`src/sv/hbm_pkg.sv`:
```
package hbm_pkg;

	localparam int BUCKET_COUNT    = 1024;  // power of two
	localparam int WAYS_PER_BUCKET = 4;
	localparam int BUCKET_W        = $clog2(BUCKET_COUNT);
	localparam int KEY_W           = 31;
	localparam int VALUE_W         = 31;
	localparam int READ_W          = 32;

	localparam logic signed [READ_W-1:0] NOT_PRESENT = -32'sd1;

	typedef enum logic [1:0] {
		OP_PUT    = 2'd0,
		OP_GET    = 2'd1,
		OP_REMOVE = 2'd2
	} op_t;

	typedef enum logic [2:0] {
		ST_UPDATED  = 3'd0,
		ST_INSERTED = 3'd1,
		ST_FOUND    = 3'd2,
		ST_ABSENT   = 3'd3,
		ST_REMOVED  = 3'd4,
		ST_FULL     = 3'd5
	} status_t;

	typedef struct packed {
		logic               valid;
		logic [KEY_W-1:0]   key;
		logic [VALUE_W-1:0] value;
	} way_t;

	typedef way_t [WAYS_PER_BUCKET-1:0] row_t;

	localparam int ROW_W = $bits(row_t);

	// outcome of one bucket lookup
	typedef struct packed {
		logic                      write_en;
		row_t                      new_row;
		logic signed [READ_W-1:0]  read_value;
		status_t                   status;
	} lkp_t;

endpackage

```
`src/sv/hbm_lookup.sv`:
```
module hbm_lookup (
	input  hbm_pkg::row_t                     row,
	input  logic [1:0]                        operation,
	input  logic [hbm_pkg::KEY_W-1:0]         key,
	input  logic [hbm_pkg::VALUE_W-1:0]       new_value,
	output hbm_pkg::lkp_t                     lkp
);

	logic [hbm_pkg::WAYS_PER_BUCKET-1:0] match;
	logic [hbm_pkg::WAYS_PER_BUCKET-1:0] free;
	logic [hbm_pkg::WAYS_PER_BUCKET-1:0] hit_oh;
	logic [hbm_pkg::WAYS_PER_BUCKET-1:0] free_oh;
	logic                                any_hit;
	logic                                any_free;
	logic [hbm_pkg::VALUE_W-1:0]         hit_value;

	always_comb begin
		match     = '0;
		free      = '0;
		hit_value = '0;
		for (int w = 0; w < hbm_pkg::WAYS_PER_BUCKET; w++) begin
			match[w] = row[w].valid && (row[w].key == key);
			free[w]  = !row[w].valid;
		end
		// lowest set bit
		hit_oh   = match & (~match + hbm_pkg::WAYS_PER_BUCKET'(1));
		free_oh  = free & (~free + hbm_pkg::WAYS_PER_BUCKET'(1));
		any_hit  = |match;
		any_free = |free;
		for (int w = 0; w < hbm_pkg::WAYS_PER_BUCKET; w++) begin
			hit_value = hit_value | (hit_oh[w] ? row[w].value : '0);
		end
	end

	always_comb begin
		lkp.write_en   = 1'b0;
		lkp.new_row    = row;
		lkp.read_value = hbm_pkg::NOT_PRESENT;
		lkp.status     = hbm_pkg::ST_ABSENT;
		case (hbm_pkg::op_t'(operation))
			hbm_pkg::OP_PUT: begin
				if (any_hit) begin
					lkp.write_en = 1'b1;
					lkp.status   = hbm_pkg::ST_UPDATED;
					for (int w = 0; w < hbm_pkg::WAYS_PER_BUCKET; w++) begin
						if (hit_oh[w]) begin
							lkp.new_row[w].value = new_value;
						end
					end
				end else if (any_free) begin
					lkp.write_en = 1'b1;
					lkp.status   = hbm_pkg::ST_INSERTED;
					for (int w = 0; w < hbm_pkg::WAYS_PER_BUCKET; w++) begin
						if (free_oh[w]) begin
							lkp.new_row[w].valid = 1'b1;
							lkp.new_row[w].key   = key;
							lkp.new_row[w].value = new_value;
						end
					end
				end else begin
					lkp.status = hbm_pkg::ST_FULL;
				end
			end
			hbm_pkg::OP_GET: begin
				if (any_hit) begin
					lkp.read_value = {1'b0, hit_value};
					lkp.status     = hbm_pkg::ST_FOUND;
				end
			end
			hbm_pkg::OP_REMOVE: begin
				if (any_hit) begin
					lkp.write_en = 1'b1;
					lkp.status   = hbm_pkg::ST_REMOVED;
					for (int w = 0; w < hbm_pkg::WAYS_PER_BUCKET; w++) begin
						if (hit_oh[w]) begin
							lkp.new_row[w].valid = 1'b0;
						end
					end
				end
			end
			default: begin
				// unused code: no-op, reported absent
				lkp.write_en = 1'b0;
			end
		endcase
	end

endmodule

```
`config.mk`:
```
export PLATFORM = sky130hd
export DESIGN_NAME = hbm_lookup
export DESIGN_NICKNAME = d
export VERILOG_FILES = /design/src/sv/hbm_pkg.sv /design/src/sv/hbm_lookup.sv
export SDC_FILE = /design/constraint.sdc
export NUM_CORES = 1
export LEC_CHECK = 0
export ABC_CLOCK_PERIOD_IN_PS = 3200
export BUFFER_PORTS_ARGS = -buffer_cell sky130_fd_sc_hd__buf_2
export CAP_MARGIN = 20
export CORE_AREA = 2 2 236 238
export DETAILED_ROUTE_END_ITERATION = 16
export DIE_AREA = 0 0 238 240
export PLACE_DENSITY = 0.45
export SLEW_MARGIN = 20
export SYNTH_ARGS = -nofsm -noshare
export SYNTH_HDL_FRONTEND = slang
export SYNTH_SLANG_ARGS = --single-unit
```
`constraint.sdc`:
```
create_clock -name vclk -period 3.2
set_input_delay 0.32 -clock vclk [all_inputs]
set_output_delay 0.32 -clock vclk [all_outputs]
set_load 0.02 [all_outputs]
```
[Yosys cells after proc, flatten, opt, wreduce, memory -nomap -nowiden]
Cells that the tools add are included.
Word-level totals
  bits in registers: 0
  input port bits: 316
Cells by class
  add/subtract/negate cells: 2
  eq/ne operators: 6
  mux-type cells: 45
  bitwise operators: 7
  reductions and logical operators: 11
Operators with widths (count)
  $mux 31: 12
  $mux 253: 1
  $mux 63: 4
  $mux 62: 4
  $mux 32: 5
  $eq 31x31->1: 4
  $or 31x31->31: 3
  $mux 35: 1
  $pmux 1 s2: 5
  $mux 3: 3
  $pmux 3 s3: 1
  $add 4x1->4 const B: 2
  $and 4x4->4: 2
  $mux 1: 8
  $not 4->4: 2
  $reduce_or 4->1: 2
  $logic_and 1x1->1: 4
  $logic_not 1->1: 4
  $eq 2x1->1 const B: 1
  $eq 2x2->1 const B: 1
  $logic_not 2->1: 1
  $mux 2: 1

[Longest topological paths before layout]
Gate-level depths: netlist of the first run.
  word-level depth: 11
  gate-level depth with buffers: 10
  depth with buffers taken out: 7

[Worst setup path after synthesis of the first run]
Ideal clock, no wire load.
  path kind: input to output
  from: input key[12] (netlist name)
  to: output lkp[158] (netlist name)
  arrival: 2.481 ns
  data required time: 2.880 ns
  slack: 0.399 ns
  stages: 10
  buffers on the path: 3
  path through: buf_4 -> xor2_1 -> nor4_2 -> nand4_1 -> or3_1 -> nand3_1 -> or4_1 -> clkbuf_1 -> buf_2 -> mux2i_1
RTL lines
  start, declared: line hbm_lookup.sv:4  | input logic [hbm_pkg::KEY_W-1:0] key,
  end, declared: line hbm_lookup.sv:6  | output hbm_pkg::lkp_t lkp

==> results of run 1 <==
[layout by cell type, fill, tap and decap left out, types with 12 or more instances in the layout]
cell type    n
a22oi_1     31
nand2_1     40
nand2_4     22
buf_4      136
nand4_1     32
buf_12      21
buf_8       13
o2111ai_4   22
mux2_2     196
xor2_1      62
buf_6      139
buf_2      459
mux2_4      49
nor4_1      17
xnor2_1     34
xnor2_2     12
[cells by family after synthesis]
family	synth area share
simple gates	0.146
mux	0.487
buf+inv	0.0762
compound gates	0.109
xor+xnor	0.183
[how the worst min path moves through the flow]
| stage | endpoint | slack [ns] | cells after the start | from |
|---|---|---|---|---|
| 3_5_place_dp | lkp[16] | 0.99 | 4 | row[13] |
| 4_1_cts | lkp[229] | 0.97 | 3 | row[194] |
| 3_3_place_gp | lkp[9] | 0.99 | 4 | row[6] |
| 5_1_grt | lkp[8] | 0.98 | 4 | row[194] |
| 6_report | lkp[8] | 0.96 | 4 | row[194] |
| 2_1_floorplan | lkp[97] | 0.76 | 1 | operation[1] |
[per-stage QoR]
stage,setup TNS [ns],instance area (sq um),utilization,instances,hold slack [ns]
5_1_grt,-25.57,13600,0.248,2119,0.977
3_3_place_gp,-94.57,10600,0.194,2057,0.987
6_report,-3.31,13600,0.248,2119,0.961
4_1_cts,-9.55,11500,0.210,2076,0.967
3_5_place_dp,-85.51,10600,0.194,2057,0.993
2_1_floorplan,0,5940,-,708,0.762
[metal layers]
layer,wire [um],track usage,up-vias,part of all wire
met5,69,0,-,0.0014
met4,1830,0.0447,10,0.036
met3,3010,0.0170,88,0.060
met2,24900,0.265,547,0.50
met1,20300,0.180,4411,0.40
li1,-,-,4087,-
[layout make-up]
type	count	area, sq um
Inverter	8	30.0
Multi-Input combinational cell	622	6800
Antenna cell	3	7.51
Fill cell	5883	41100
Timing Repair Buffer	782	5840
Tap cell	704	881
[power by group]
| group | total, mW | leakage [nW] | internal, mW | switching [mW] |
|---|---|---|---|---|
| Sequential | 0 | 0 | 0 | 0 |
| Clock | 0.000000106 | 0.0000190 | 0.000000106 | 0 |
| Combinational | 1.76 | 6.00 | 0.802 | 0.953 |
| Total | 1.76 | 6.00 | 0.802 | 0.953 |
[what timing repair did]
item / CTS / global route
pin swaps: 27 / 64
hold buffers: 0 / 0
buffers inserted: 22 / 35
gates cloned: 3 / 9
resized for setup: 155 / 379
endpoints found under the setup margin: 286 / 280
[worst max-delay path, delay by kind of cell]
kind | cells | cell delay, ns
AO/OA/AOI/OAI | 1 | 0.16
XOR/XNOR | 1 | 0.20
buffers and inverters | 4 | 0.63
multiplexers | 1 | 0.29
AND/OR/NAND/NOR | 4 | 1.37
==> impl_metrics.yaml, run 1 <==
placement:
  portBuffers: 604
  gp_congestion: 0.921
  preCtsSetupSlack_ns: -0.447
  hpwlAfterDp_mm: 38.8
pwr:
  power_mw: 1.76
  p_leak_nw: 6.00
  cellPowerDensity_nw_per_um2: 129
  worst_ir_drop_vdd_mv: 0.0689
grt:
  grt_pass1_wl_mm: 61.0
  grt_pass1_vias: 8712
  grtUsageTotal: 0.146
  overflow: 0
  grt_max_degree: 56
  antenna_found_initial: 9
drt:
  first_pass_iters: 5
  drt-total-wl_mm: 50.1
  wl_per_cell_um: 23.7
  vias: 9143
  vias_per_cell: 4.31
  drcViolationCount: 0
  drt_iter0_markers: 422
  ant_nets: 0
logic_synthesis:
  yosys_warnings: 0
  synthTopCellsByArea: "mux2_2, xor2_1, xnor2_1"
  syn-num-nets: 1024
  synth-seq-area-share: 0
  netlist_area_sq_um: 5940
  yosys.cell_types.count: 42
  yosysMostFrequentCell: "mux2_2"
  syn_avg_cell_area_sq_um: 8.39
  netlist_top_cells_count: "mux2_2, nand2_1, xor2_1, xnor2_1, buf_2"
  yosysTopAreaCellShare: 0.407
  synth_area_leader_cell: "mux2_2"
  synth_cells: 708
finish:
  drive_above_1_share: 0.814
  syn_to_final_growth_pct: 128
  nClkBuffers: 0
  ff_latch_area_sq_um: 0
  nets: 1730
  nFlopsAndLatches: 0
sta:
  fin_ws_ns: -0.0974
  tightest_slew_ns: 0.579
  rsz0062_at_grt: "yes"
  final_max_slew_viol_count: 0
  post-route-period-util: 1.03
  relSlewSlack: 0.611
  hold_violations: 0
  setup_viol: 90
  max_freq_mhz: 303
  finalCriticalPeriod_ns: 3.30
setup_path:
  required_ns: 2.88
  cp.arrival_ns: 2.98
  worstSetupPathType: "input port to primary output"
  cp_cell_sequence: "buf_2, xor2_1, nor4_4, nand4_1, or3_4, a21boi_2, or3_4, buf_12, buf_4, mux2_4, buf_2"
  cp-end-kind: "primary output"
  worst_path_max_delay_cell: "or3_4"
  path_max_fanout: 5
  critPathCapture: "lkp[177]"
  critPathMaxStageDelay_ns: 0.40
  startpoint_type: "input port"
  startpoint: "key[29]"
floorplanning:
  die_w_um: 238
  core_area_sq_um: 54700
  rows: 86
  fp.dieH_um: 240
  initial_core_util: 0.109
  num_io_pins: 604
  die_area_sq_um: 57100
hold_path:
  hold_class: "input port to primary output"
job:
  cap_violations: 0
outcome:
  outcome: "complete, but fails checks"
  violations: "negative setup slack"
(Power assumes the default switching activity.)
==> inputs of run 2 (changes only) <==
==> config.mk (replaced) <==
export PLATFORM = sky130hd
export DESIGN_NAME = hbm_lookup
export DESIGN_NICKNAME = d
export VERILOG_FILES = /design/src/sv/hbm_pkg.sv /design/src/sv/hbm_lookup.sv
export SDC_FILE = /design/constraint.sdc
export NUM_CORES = 1
export LEC_CHECK = 0
export ABC_CLOCK_PERIOD_IN_PS = 4200
export BUFFER_PORTS_ARGS = -buffer_cell sky130_fd_sc_hd__buf_2
export CAP_MARGIN = 20
export CORE_AREA = 2 2 234 236
export DETAILED_ROUTE_END_ITERATION = 16
export DIE_AREA = 0 0 236 238
export PLACE_DENSITY = 0.45
export SLEW_MARGIN = 0
export SYNTH_ARGS = -nofsm -noshare
export SYNTH_HDL_FRONTEND = slang
export SYNTH_SLANG_ARGS = --single-unit
==> constraint.sdc (replaced) <==
create_clock -name vclk -period 4.2
set_input_delay 0.42 -clock vclk [all_inputs]
set_output_delay 0.42 -clock vclk [all_outputs]
set_load 0.02 [all_outputs]
==> impl_metrics.yaml, run 2 (same netlist as run 1, synthesis figures left out) <==
sta:
  final_max_slew_viol_count: 0
  max_freq_mhz: 255
  relSlewSlack: 0.525
  tightest_slew_ns: 0.706
  post-route-period-util: 0.933
  setup_viol: 0
  hold_violations: 0
  rsz0062_at_grt: "no"
  finalCriticalPeriod_ns: 3.92
  fin_ws_ns: 0.281
  finalHoldWorstSlack_ns: 1.20
finish:
  final_common_cell: "buf_2"
  drive_above_1_share: 0.711
  antennaDiodeCount: 0
  final_cell_mix: "buf_2, mux2_2, nand2_1"
  nClkBuffers: 0
  final_util: 0.187
  fillCellCount: 6126
  multi_input_area_sq_um: 5550
  nFlopsAndLatches: 0
  ff_latch_area_sq_um: 0
  nets: 1597
  syn_to_final_growth_pct: 68.4
clocking:
  post_cts_resized: 1
  post_cts_buffers: 0
  ctsHoldBuffers: 0
pwr:
  p_leak_nw: 4.38
  pwr-share-seq: 0
  power.switching_uw: 645
  power_frac_comb: 1.000
  worst_ir_drop_vdd_mv: 0.0470
  internal-power_uw: 439
  sw_frac_of_total: 0.595
  pwr-share-clk: 0
  cellPowerDensity_nw_per_um2: 108
drt:
  vias: 8371
  drcViolationCount: 0
  first_pass_iters: 4
  drt-total-wl_mm: 44.3
  drt_iter0_markers: 336
  wl_per_cell_um: 22.4
  ant_nets: 0
  vias_per_cell: 4.24
job:
  cap_violations: 0
setup_path:
  cp.arrival_ns: 3.50
  path_max_fanout: 31
  worstSetupPathType: "input port to primary output"
  cp-end-kind: "primary output"
  required_ns: 3.78
  startpoint_type: "input port"
grt:
  grt_pass1_wl_mm: 60.9
  grtUsageTotal: 0.146
  grt_pass1_vias: 8512
  overflow: 0
  antenna_found_initial: 6
  grt_max_degree: 54
floorplanning:
  fp.dieH_um: 238
  num_io_pins: 604
  rows: 85
  core_area_sq_um: 53500
  initial_core_util: 0.111
  die_w_um: 236
  die_area_sq_um: 56200
placement:
  portBuffers: 604
  hpwlAfterDp_mm: 38.6
  preCtsSetupSlack_ns: -0.0154
  gp_congestion: 0.946
hold_path:
  whs_endpoint: "lkp[14]"
  hold_class: "input port to primary output"
  min_from: "row[11]"
  holdPathStages: 4
outcome:
  outcome: "completed"
-- run 2: cell types whose count changed in the layout (fill, tap and decap cells not counted), sizes merged --
cell | before | now
buf | 773 | 650
clkbuf | 9 | 0
diode | 3 | 0
nor2 | 11 | 10
-- run 2: worst max-delay path by stage --
stage          startpoint  endpoint  cells after the start
6_report          key[30]  lkp[148]                     10
5_1_grt           key[30]  lkp[206]                     10
4_1_cts           key[30]  lkp[206]                     10
3_5_place_dp      key[30]  lkp[149]                     10
3_3_place_gp      key[30]  lkp[149]                     10
2_1_floorplan     key[12]  lkp[158]                     10
-- run 2: worst max-delay path, stage by stage --
cell	delay [ns]
buf_2	0.34
xor2_1	0.23
nand4b_1	0.25
nor4_2	0.58
nand4_1	0.29
nand3_1	0.32
or4_2	0.22
buf_12	0.21
mux2_2	0.40
buf_2	0.17
-- run 2: area by class of cell --
cell class | instances | share of cell area
Timing Repair Buffer | 650 | 0.355
Inverter | 8 | 0.00300
Tap cell | 696 | 0.0870
Multi-Input combinational cell | 621 | 0.555
-- run 2: layer usage --
| layer | vias up | part of all wire | track usage |
|---|---|---|---|
| met5 | - | 0.00084 | 0 |
| li1 | 3808 | - | - |
| met3 | 61 | 0.067 | 0.0252 |
| met2 | 471 | 0.49 | 0.264 |
| met1 | 4025 | 0.41 | 0.177 |
| met4 | 6 | 0.032 | 0.0419 |
-- run 2: power groups by stage --
| stage | sequential [mW] | combinational [mW] | clock, mW |
|---|---|---|---|
| 4_1_cts | 0 | 1.09 | 0 |
| 2_1_floorplan | 0 | 0.579 | 0 |
| 3_5_place_dp | 0 | 1.08 | 0 |
| 5_1_grt | 0 | 1.15 | 0 |
| 3_3_place_gp | 0 | 1.09 | 0 |
| 6_report | 0 | 1.08 | 0 |
-- run 2: through the flow --
step                      power [mW]  cells  TNS (ns)  instance area (sq um)
final                           1.08   1975         0                  10000
after CTS                       1.09   1975         0                  10000
after global placement          1.09   1975    -0.136                  10000
after floorplan                0.579    708         0                   5940
after global routing            1.15   1975         0                  10000
after detailed placement        1.08   1975   -0.0392                  10000
